$ cat config.mk
export PLATFORM = sky130hd
export DESIGN_NAME = filtered_pi_speed_loop_flat
export DESIGN_NICKNAME = d
export VERILOG_FILES = /design/src/hw/rtl/fpsl_pkg.sv /design/src/hw/rtl/fpsl_req_if.sv /design/src/hw/rtl/fpsl_rsp_if.sv /design/src/hw/rtl/fpsl_csr_if.sv /design/src/hw/rtl/filtered_pi_speed_loop.sv /design/src/flat_wrapper.sv
export SDC_FILE = /design/constraint.sdc
export NUM_CORES = 2
export LEC_CHECK = 0
export BUFFER_PORTS_ARGS = -buffer_cell sky130_fd_sc_hd__buf_2
export CAP_MARGIN = 5
export CORE_MARGIN = 5
export CORE_UTILIZATION = 65
export DETAILED_ROUTE_END_ITERATION = 10
export PLACE_DENSITY = 0.88
export SKIP_CTS_REPAIR_TIMING = 1
export SYNTH_ARGS = -nofsm -noshare
export SYNTH_HDL_FRONTEND = slang
export SYNTH_SLANG_ARGS = --single-unit
$ cat constraint.sdc
create_clock -name clock -period 9.2 [get_ports clock]
set_input_delay 0.46 -clock clock [delete_from_list [all_inputs] [get_ports clock]]
set_output_delay 0.46 -clock clock [all_outputs]
set_load 0.02 [all_outputs]
$ cat src/hw/rtl/fpsl_pkg.sv
// Constants, widths and register codes shared by the filtered PI speed loop.
package fpsl_pkg;

   localparam int FRACTION_BITS = 8;
   localparam int GAIN_FRACTION = 8;

   localparam int COUNT_W = 16;
   localparam int TILT_W = 13;
   localparam int GAIN_W = 16;
   localparam int DRIVE_W = 16;

   localparam int ERR_W = COUNT_W + 2;
   localparam int FILT_W = ERR_W + FRACTION_BITS;
   localparam int ACC_W = FILT_W + 2;

   localparam int INTEGRAL_LIMIT = 12000;
   localparam int INT_W = $clog2(INTEGRAL_LIMIT * (2 ** FRACTION_BITS) + 1) + 1;
   localparam int ISUM_W = ((FILT_W > INT_W) ? FILT_W : INT_W) + 1;

   localparam int PROD_P_W = GAIN_W + FILT_W;
   localparam int PROD_I_W = GAIN_W + INT_W;
   localparam int SUM_W = ((PROD_P_W > PROD_I_W) ? PROD_P_W : PROD_I_W) + 1;
   localparam int DRIVE_SHIFT = FRACTION_BITS + GAIN_FRACTION;
   localparam int DRV_FULL_W = SUM_W - DRIVE_SHIFT;

   localparam int DRIVE_MAX = 32767;
   localparam int DRIVE_MIN = -32768;

   localparam int CSR_ADDR_W = 4;
   localparam int CSR_DATA_W = 16;

   localparam logic [CSR_ADDR_W-1:0] REG_PROP_GAIN = CSR_ADDR_W'(0);
   localparam logic [CSR_ADDR_W-1:0] REG_INTEGRAL_GAIN = CSR_ADDR_W'(1);
   localparam logic [CSR_ADDR_W-1:0] REG_TILT_LOW = CSR_ADDR_W'(2);
   localparam logic [CSR_ADDR_W-1:0] REG_TILT_HIGH = CSR_ADDR_W'(3);

   localparam logic signed [TILT_W-1:0] TILT_LOW_RESET = TILT_W'(320);
   localparam logic signed [TILT_W-1:0] TILT_HIGH_RESET = TILT_W'(1248);

endpackage

$ cat src/hw/rtl/fpsl_req_if.sv
// Input channel interface carrying one speed loop sample word.
interface fpsl_req_if;
   import fpsl_pkg::*;

   logic valid;
   logic ready;
   logic signed [COUNT_W-1:0] left_count;
   logic signed [COUNT_W-1:0] right_count;
   logic signed [COUNT_W-1:0] target_speed;
   logic signed [TILT_W-1:0] tilt_angle;

   modport source (
      output valid, left_count, right_count, target_speed, tilt_angle,
      input ready
   );
   modport sink (
      input valid, left_count, right_count, target_speed, tilt_angle,
      output ready
   );
endinterface

$ cat src/hw/rtl/fpsl_rsp_if.sv
// Result channel interface carrying one drive word.
interface fpsl_rsp_if;
   import fpsl_pkg::*;

   logic valid;
   logic ready;
   logic signed [DRIVE_W-1:0] drive;
   logic saturated;

   modport source (output valid, drive, saturated, input ready);
   modport sink (input valid, drive, saturated, output ready);
endinterface

$ cat src/hw/rtl/fpsl_csr_if.sv
// Configuration write channel interface.
interface fpsl_csr_if;
   import fpsl_pkg::*;

   logic valid;
   logic ready;
   logic [CSR_ADDR_W-1:0] index;
   logic [CSR_DATA_W-1:0] data;

   modport source (output valid, index, data, input ready);
   modport sink (input valid, index, data, output ready);
endinterface

$ cat src/hw/rtl/filtered_pi_speed_loop.sv
// Filtered PI speed loop with integral clamp and tilt-window integral reset.
//
//   channel    role     contents
//   req_chan   in       left_count, right_count, target_speed, tilt_angle
//   rsp_chan   out      drive, saturated
//   csr_chan   in       register index, write data (ready outside reset)
//
// One word is accepted per cycle while a stalled result does not hold the pipeline.
// The filter and integral recursion closes through one register after the input register;
// the two gain products and the final sum follow in two further stages.
// Reset clears the filter, the integral, the pipeline and the registers to their defaults.
// A stalled result holds the output register, and the stages behind it fill before
// req_chan.ready drops.
module filtered_pi_speed_loop (
   input  logic       clock,
   input  logic       reset,
   fpsl_req_if.sink   req_chan,
   fpsl_rsp_if.source rsp_chan,
   fpsl_csr_if.sink   csr_chan
);
   import fpsl_pkg::*;

   logic signed [GAIN_W-1:0] prop_gain_ff;
   logic signed [GAIN_W-1:0] integral_gain_ff;
   logic signed [TILT_W-1:0] tilt_low_ff;
   logic signed [TILT_W-1:0] tilt_high_ff;

   logic signed [FILT_W-1:0] filt_ff;
   logic signed [INT_W-1:0] integ_ff;

   logic s0_valid_ff;
   logic signed [COUNT_W-1:0] left_ff;
   logic signed [COUNT_W-1:0] right_ff;
   logic signed [COUNT_W-1:0] target_ff;
   logic signed [TILT_W-1:0] tilt_ff;

   logic s1_valid_ff;
   logic signed [FILT_W-1:0] s1_filt_ff;
   logic signed [INT_W-1:0] s1_integ_ff;

   logic s2_valid_ff;
   logic signed [PROD_P_W-1:0] prod_p_ff;
   logic signed [PROD_I_W-1:0] prod_i_ff;

   logic out_valid_ff;
   logic signed [DRIVE_W-1:0] drive_ff;
   logic sat_ff;

   logic s3_take;
   logic s2_take;
   logic s1_take;
   logic s0_take;
   logic s0_move;

   logic signed [ERR_W-1:0] err;
   logic signed [ACC_W-1:0] filt_x;
   logic signed [ACC_W-1:0] acc;
   logic signed [FILT_W-1:0] filt_in;
   logic signed [ISUM_W-1:0] isum;
   logic signed [INT_W-1:0] integ_in;
   logic tilt_out;

   logic signed [PROD_P_W-1:0] prod_p_in;
   logic signed [PROD_I_W-1:0] prod_i_in;

   logic signed [SUM_W-1:0] sum;
   logic signed [DRV_FULL_W-1:0] drv_full;
   logic signed [DRIVE_W-1:0] drive_in;
   logic sat_in;

   assign s3_take = !out_valid_ff || rsp_chan.ready;
   assign s2_take = !s2_valid_ff || s3_take;
   assign s1_take = !s1_valid_ff || s2_take;
   assign s0_take = !s0_valid_ff || s1_take;
   assign s0_move = s0_valid_ff && s1_take;

   assign req_chan.ready = s0_take && !reset;
   assign csr_chan.ready = !reset;

   assign rsp_chan.valid = out_valid_ff;
   assign rsp_chan.drive = drive_ff;
   assign rsp_chan.saturated = sat_ff;

   // Filter and clamped integral.
   always_comb begin
      err = ERR_W'(left_ff) + ERR_W'(right_ff) - ERR_W'(target_ff);
      filt_x = ACC_W'(filt_ff);
      acc = (filt_x <<< 1) + filt_x + (ACC_W'(err) <<< FRACTION_BITS);
      filt_in = acc[FILT_W+1:2];
      isum = ISUM_W'(integ_ff) + ISUM_W'(filt_in);
      if (isum > ISUM_W'(INTEGRAL_LIMIT * (2 ** FRACTION_BITS))) begin
         integ_in = INT_W'(INTEGRAL_LIMIT * (2 ** FRACTION_BITS));
      end else if (isum < ISUM_W'(-(INTEGRAL_LIMIT * (2 ** FRACTION_BITS)))) begin
         integ_in = INT_W'(-(INTEGRAL_LIMIT * (2 ** FRACTION_BITS)));
      end else begin
         integ_in = isum[INT_W-1:0];
      end
      tilt_out = (tilt_ff < tilt_low_ff) || (tilt_ff > tilt_high_ff);
   end

   assign prod_p_in = PROD_P_W'(prop_gain_ff) * PROD_P_W'(s1_filt_ff);
   assign prod_i_in = PROD_I_W'(integral_gain_ff) * PROD_I_W'(s1_integ_ff);

   // Integer part by floor, then saturation.
   always_comb begin
      sum = SUM_W'(prod_p_ff) + SUM_W'(prod_i_ff);
      drv_full = sum[SUM_W-1:DRIVE_SHIFT];
      if (drv_full > DRV_FULL_W'(DRIVE_MAX)) begin
         drive_in = DRIVE_W'(DRIVE_MAX);
         sat_in = 1'b1;
      end else if (drv_full < DRV_FULL_W'(DRIVE_MIN)) begin
         drive_in = DRIVE_W'(DRIVE_MIN);
         sat_in = 1'b1;
      end else begin
         drive_in = drv_full[DRIVE_W-1:0];
         sat_in = 1'b0;
      end
   end

   always_ff @(posedge clock) begin
      if (reset) begin
         prop_gain_ff <= '0;
         integral_gain_ff <= '0;
         tilt_low_ff <= TILT_LOW_RESET;
         tilt_high_ff <= TILT_HIGH_RESET;
      end else if (csr_chan.valid) begin
         case (csr_chan.index)
            REG_PROP_GAIN: prop_gain_ff <= csr_chan.data[GAIN_W-1:0];
            REG_INTEGRAL_GAIN: integral_gain_ff <= csr_chan.data[GAIN_W-1:0];
            REG_TILT_LOW: tilt_low_ff <= csr_chan.data[TILT_W-1:0];
            REG_TILT_HIGH: tilt_high_ff <= csr_chan.data[TILT_W-1:0];
            default: ;
         endcase
      end
   end

   always_ff @(posedge clock) begin
      if (reset) begin
         s0_valid_ff <= 1'b0;
         s1_valid_ff <= 1'b0;
         s2_valid_ff <= 1'b0;
         out_valid_ff <= 1'b0;
         filt_ff <= '0;
         integ_ff <= '0;
      end else begin
         if (s0_take) begin
            s0_valid_ff <= req_chan.valid;
         end
         if (s1_take) begin
            s1_valid_ff <= s0_valid_ff;
         end
         if (s2_take) begin
            s2_valid_ff <= s1_valid_ff;
         end
         if (s3_take) begin
            out_valid_ff <= s2_valid_ff;
         end
         if (s0_move) begin
            filt_ff <= filt_in;
            integ_ff <= tilt_out ? '0 : integ_in;
         end
      end
   end

   always_ff @(posedge clock) begin
      if (s0_take) begin
         left_ff <= req_chan.left_count;
         right_ff <= req_chan.right_count;
         target_ff <= req_chan.target_speed;
         tilt_ff <= req_chan.tilt_angle;
      end
      if (s1_take) begin
         s1_filt_ff <= filt_in;
         s1_integ_ff <= integ_in;
      end
      if (s2_take) begin
         prod_p_ff <= prod_p_in;
         prod_i_ff <= prod_i_in;
      end
      if (s3_take) begin
         drive_ff <= drive_in;
         sat_ff <= sat_in;
      end
   end

endmodule
$ cat src/flat_wrapper.sv
// flat-port wrapper written by rule: the top's interface ports become plain ports
module filtered_pi_speed_loop_flat import fpsl_pkg::*;
  (clock, reset, req_chan_valid, req_chan_left_count, req_chan_right_count, req_chan_target_speed, req_chan_tilt_angle, req_chan_ready, rsp_chan_valid, rsp_chan_drive, rsp_chan_saturated, rsp_chan_ready, csr_chan_valid, csr_chan_index, csr_chan_data, csr_chan_ready);
  fpsl_req_if req_chan_i ();
  fpsl_rsp_if rsp_chan_i ();
  fpsl_csr_if csr_chan_i ();
  input  logic clock;
  input  logic reset;
  input wire logic [$bits(req_chan_i.valid)-1:0] req_chan_valid;
  input wire logic [$bits(req_chan_i.left_count)-1:0] req_chan_left_count;
  input wire logic [$bits(req_chan_i.right_count)-1:0] req_chan_right_count;
  input wire logic [$bits(req_chan_i.target_speed)-1:0] req_chan_target_speed;
  input wire logic [$bits(req_chan_i.tilt_angle)-1:0] req_chan_tilt_angle;
  output wire logic [$bits(req_chan_i.ready)-1:0] req_chan_ready;
  output wire logic [$bits(rsp_chan_i.valid)-1:0] rsp_chan_valid;
  output wire logic [$bits(rsp_chan_i.drive)-1:0] rsp_chan_drive;
  output wire logic [$bits(rsp_chan_i.saturated)-1:0] rsp_chan_saturated;
  input wire logic [$bits(rsp_chan_i.ready)-1:0] rsp_chan_ready;
  input wire logic [$bits(csr_chan_i.valid)-1:0] csr_chan_valid;
  input wire logic [$bits(csr_chan_i.index)-1:0] csr_chan_index;
  input wire logic [$bits(csr_chan_i.data)-1:0] csr_chan_data;
  output wire logic [$bits(csr_chan_i.ready)-1:0] csr_chan_ready;
  assign req_chan_i.valid = req_chan_valid;
  assign req_chan_i.left_count = req_chan_left_count;
  assign req_chan_i.right_count = req_chan_right_count;
  assign req_chan_i.target_speed = req_chan_target_speed;
  assign req_chan_i.tilt_angle = req_chan_tilt_angle;
  assign req_chan_ready = req_chan_i.ready;
  assign rsp_chan_valid = rsp_chan_i.valid;
  assign rsp_chan_drive = rsp_chan_i.drive;
  assign rsp_chan_saturated = rsp_chan_i.saturated;
  assign rsp_chan_i.ready = rsp_chan_ready;
  assign csr_chan_i.valid = csr_chan_valid;
  assign csr_chan_i.index = csr_chan_index;
  assign csr_chan_i.data = csr_chan_data;
  assign csr_chan_ready = csr_chan_i.ready;
  filtered_pi_speed_loop u_core (.clock(clock), .reset(reset), .req_chan(req_chan_i), .rsp_chan(rsp_chan_i), .csr_chan(csr_chan_i));
endmodule
==> results.md <==
- Status: completed
- Worst Path Max Fanout: 7
- Sequential power share: between 30% and 40%
- Clock share of power: about a fifth
- Row count: 96
- Peak VDD IR: ~0.23 mV
- Post-DRT Antenna Nets: 0
- Yosys warning count: 0
- Critical Path Slowest Stage Cell: fa_1
- Largest area contributor in the netlist: fa_1
- Largest incremental delay on the critical path: around 0.55 ns
- Psw: approximately 3.8 mW
- Gr usage total: 31.7%
- Worst Max-Slew Pin Slew: roughly 1.3 ns
- P_int: 4.35 mW
- Ys flop type: edfxtp_1
- F_max: about 130 MHz
- Critical Path End Type: flip-flop
- Total congestion overflow: 0
- Clock-pin slew on the worst setup and hold paths: roughly 0.070 ns
- Fill count: roughly 4.7k
- Drt first-iter violations: roughly 3k
- CTS Buf Count: 38
- Post-layout net count: 5,968
- Most frequent cell after synthesis: inv_1
- Worst Hold Class: primary input to flip-flop
- Minimum clock period: just under 8 ns
- Vias: 33.5k
- Die Y: approximately 270 µm
- Crit path DAT: ~8.5 ns
- Flops & latches, synth: 319
- Worst Hold Margin: 0.0334 ns
- Cell variety after synth: 92
- Critical path class: flip-flop to flip-flop
- Switching share of power: 46.4%
- Mapped Cells: approximately 4.7k
- Fraction of layout cells with a size suffix above 1: under 10%
- Post-synth top area share: between 30% and 40%
- Core Region: ~70,000 µm²
- Final setup fails: 0
- Register area share after synthesis: between 10% and 20%
- Relative slew slack: 12.8%
- Drt pass-1 iters: 6
- Period utilization: between 80% and 90%
- Synthesized area: 45,200 µm²
- Worst skew pair latency: about 0.60 ns
- Final wirelength: roughly 120,000 µm
- Syn avg cell area: 9.54 µm²
- CTS tree: built
- Max-cap violations: 0
- Routability Congestion: 0.966
- Critical Path Start Type: flip-flop
- IO Port Bufs: around 110
- RSZ-0062 raised after global routing: no
- Max clock buf depth: 3
- Largest net degree at the start of global routing: 82
- Final hold vios: 0
- Worst path bufs/invs: 3
- Routed len/inst: just over 20 µm
- Vias/cell: between 5 and 6
- Number of global-route vias before repair: between 30k and 40k
- CP most frequent cell: a21oi_1
- Mapped Nets: between 5k and 6k
- Post-DP HPWL: roughly 90,000 µm
- Post-synth EDFFs: approximately 210
- Leak: between 20 and 25 nW
- CTS sink count: 319
- Die ar.: between 70,000 and 80,000 µm²
- Clk_skew: 0.0419 ns
- Comb pwr share: around half
- Starting Density: about 66%
- I/O pin count: approximately 110
- Register Area: about 8500 µm²
- DRC Markers: 0
- H-tree depth: 2
- CP required: about 10 ns
- Initial antenna violation count: 3
- Area Growth Syn to Fin: 5.91%
- Root buf cell: clkbuf_16
- P per Cell Area: around 170 nW/µm²
- Most instantiated cells after synthesis: inv_1 (994), fa_1 (798), nand2_1 (626)
- Area used by multi-input combinational logic: between 30,000 and 40,000 µm²
- Ys async rst share: 0%
- Slew Limit Fails: 0
- Setup Total Neg Slack: 0 ns
- First-pass GRT wire length: between 150,000 and 200,000 µm
- CP delay by family, top: compound AO/OA/AOI/OAI gates
- Die width: between 200 and 300 µm
- Most area-consuming cells after synthesis: fa_1 (35%), edfxtp_1 (14%), ha_1 (9.4%)
[worst paths after layout]
path                                 end                      from  cells past startpoint  slack (ns)
hold reg to reg   u_core.tilt_high_ff[8]    u_core.tilt_high_ff[8]                      2        0.46
setup / recovery     u_core.integ_ff[14]       u_core.target_ff[1]                     31        1.26
setup reg to reg     u_core.integ_ff[14]       u_core.target_ff[1]                     31        1.26
hold / removal       u_core.target_ff[2]  req_chan_target_speed[2]                      1        0.03
[cells by family (layout without fill, tap and decap cells)]
| group | count (synthesis) | in the layout | share of synthesized area, % |
|---|---|---|---|
| XOR/XNOR | 169 | 169 | 3.28 |
| other | 0 | 2 | 0 |
| buffers and inverters | 1168 | 1207 | 9.81 |
| AO/OA/AOI/OAI | 587 | 587 | 8.62 |
| AND/OR/NAND/NOR | 1304 | 1304 | 13.7 |
| adder cells (fa/ha/maj) | 1138 | 1138 | 44.8 |
| multiplexers | 50 | 50 | 1.11 |
| flip-flops | 319 | 319 | 18.7 |
[layer usage]
layer | share of wire (%) | global-route usage, %
met4 | 5.1 | 13.5
met3 | 11 | 9.48
met5 | 0.045 | 0
met1 | 36 | 38.8
met2 | 47 | 52.6
[per-stage QoR]
stage	instances	util, %	setup slack (ns)	total power [mW]	instance area [µm²]
6_report	5707	69.6	1.26	8.12	47800
3_5_place_dp	5635	67.7	1.41	6.34	46500
4_1_cts	5705	69.6	1.36	8.02	47800
3_3_place_gp	5635	67.7	1.69	6.21	46500
2_1_floorplan	4735	-	2.38	5.16	45200
5_1_grt	5705	69.6	0.729	8.61	47800
[worst reg2reg max path: cells and delay by family (launching register included)]
family	cells	cell delay, ns
flops	1	0.39
xor+xnor	3	0.55
buf+inv	3	0.25
simple gates	4	0.81
compound gates	16	4.04
fa+ha+maj	5	1.83
[flip-flops by register name (all words and copies together), names as in the netlist, 23 cells and up]
signal and count:
u_core.s1_integ_ff 23, u_core.prod_i_ff 39, u_core.prod_p_ff 42, u_core.integ_ff 23, u_core.s1_filt_ff 26, u_core.filt_ff 26
[final cells by class]
type | instances | share of cell area [%]
diodes | 2 | 0.0105
clock buffers | 47 | 2.14
flip-flops and latches | 319 | 17.7
repair buffers | 142 | 1.68
multi-input cells | 3248 | 67.5
well taps | 931 | 2.43
inverters | 995 | 7.81
clock inverters | 23 | 0.693
[layout by cell type, fill, tap and decap left out, drive strengths merged, types with 5 or more instances in the layout]
cell	instances
nor2	157
nor2b	16
clkinv	10
nand2	626
nor3	27
o211ai	12
nand2b	61
nor4	5
xnor2	134
dfxtp	111
xor2	35
a21oi	195
mux2i	50
o22ai	8
a31oi	15
o21bai	28
a221o	5
o21a	28
fa	798
a21o	78
a211oi	30
or3	13
buf	142
nand3	33
a31o	5
a22oi	5
a32o	13
edfxtp	208
clkbuf	47
a22o	8
and2	298
or2	6
inv	1000
and3	24
o21ai	97
nand4	23
ha	340
o2111ai	8
bufinv	6
[power by group through the flow]
stage          Combinational, mW  Clock [mW]  Sequential, mW
2_1_floorplan               3.08           0            2.08
3_3_place_gp                3.79           0            2.42
3_5_place_dp                3.91           0            2.43
4_1_cts                     3.95        1.67            2.40
5_1_grt                     4.43        1.73            2.45
6_report                    4.02        1.65            2.45
No activity file was read; power rests on OpenSTA's default activity.
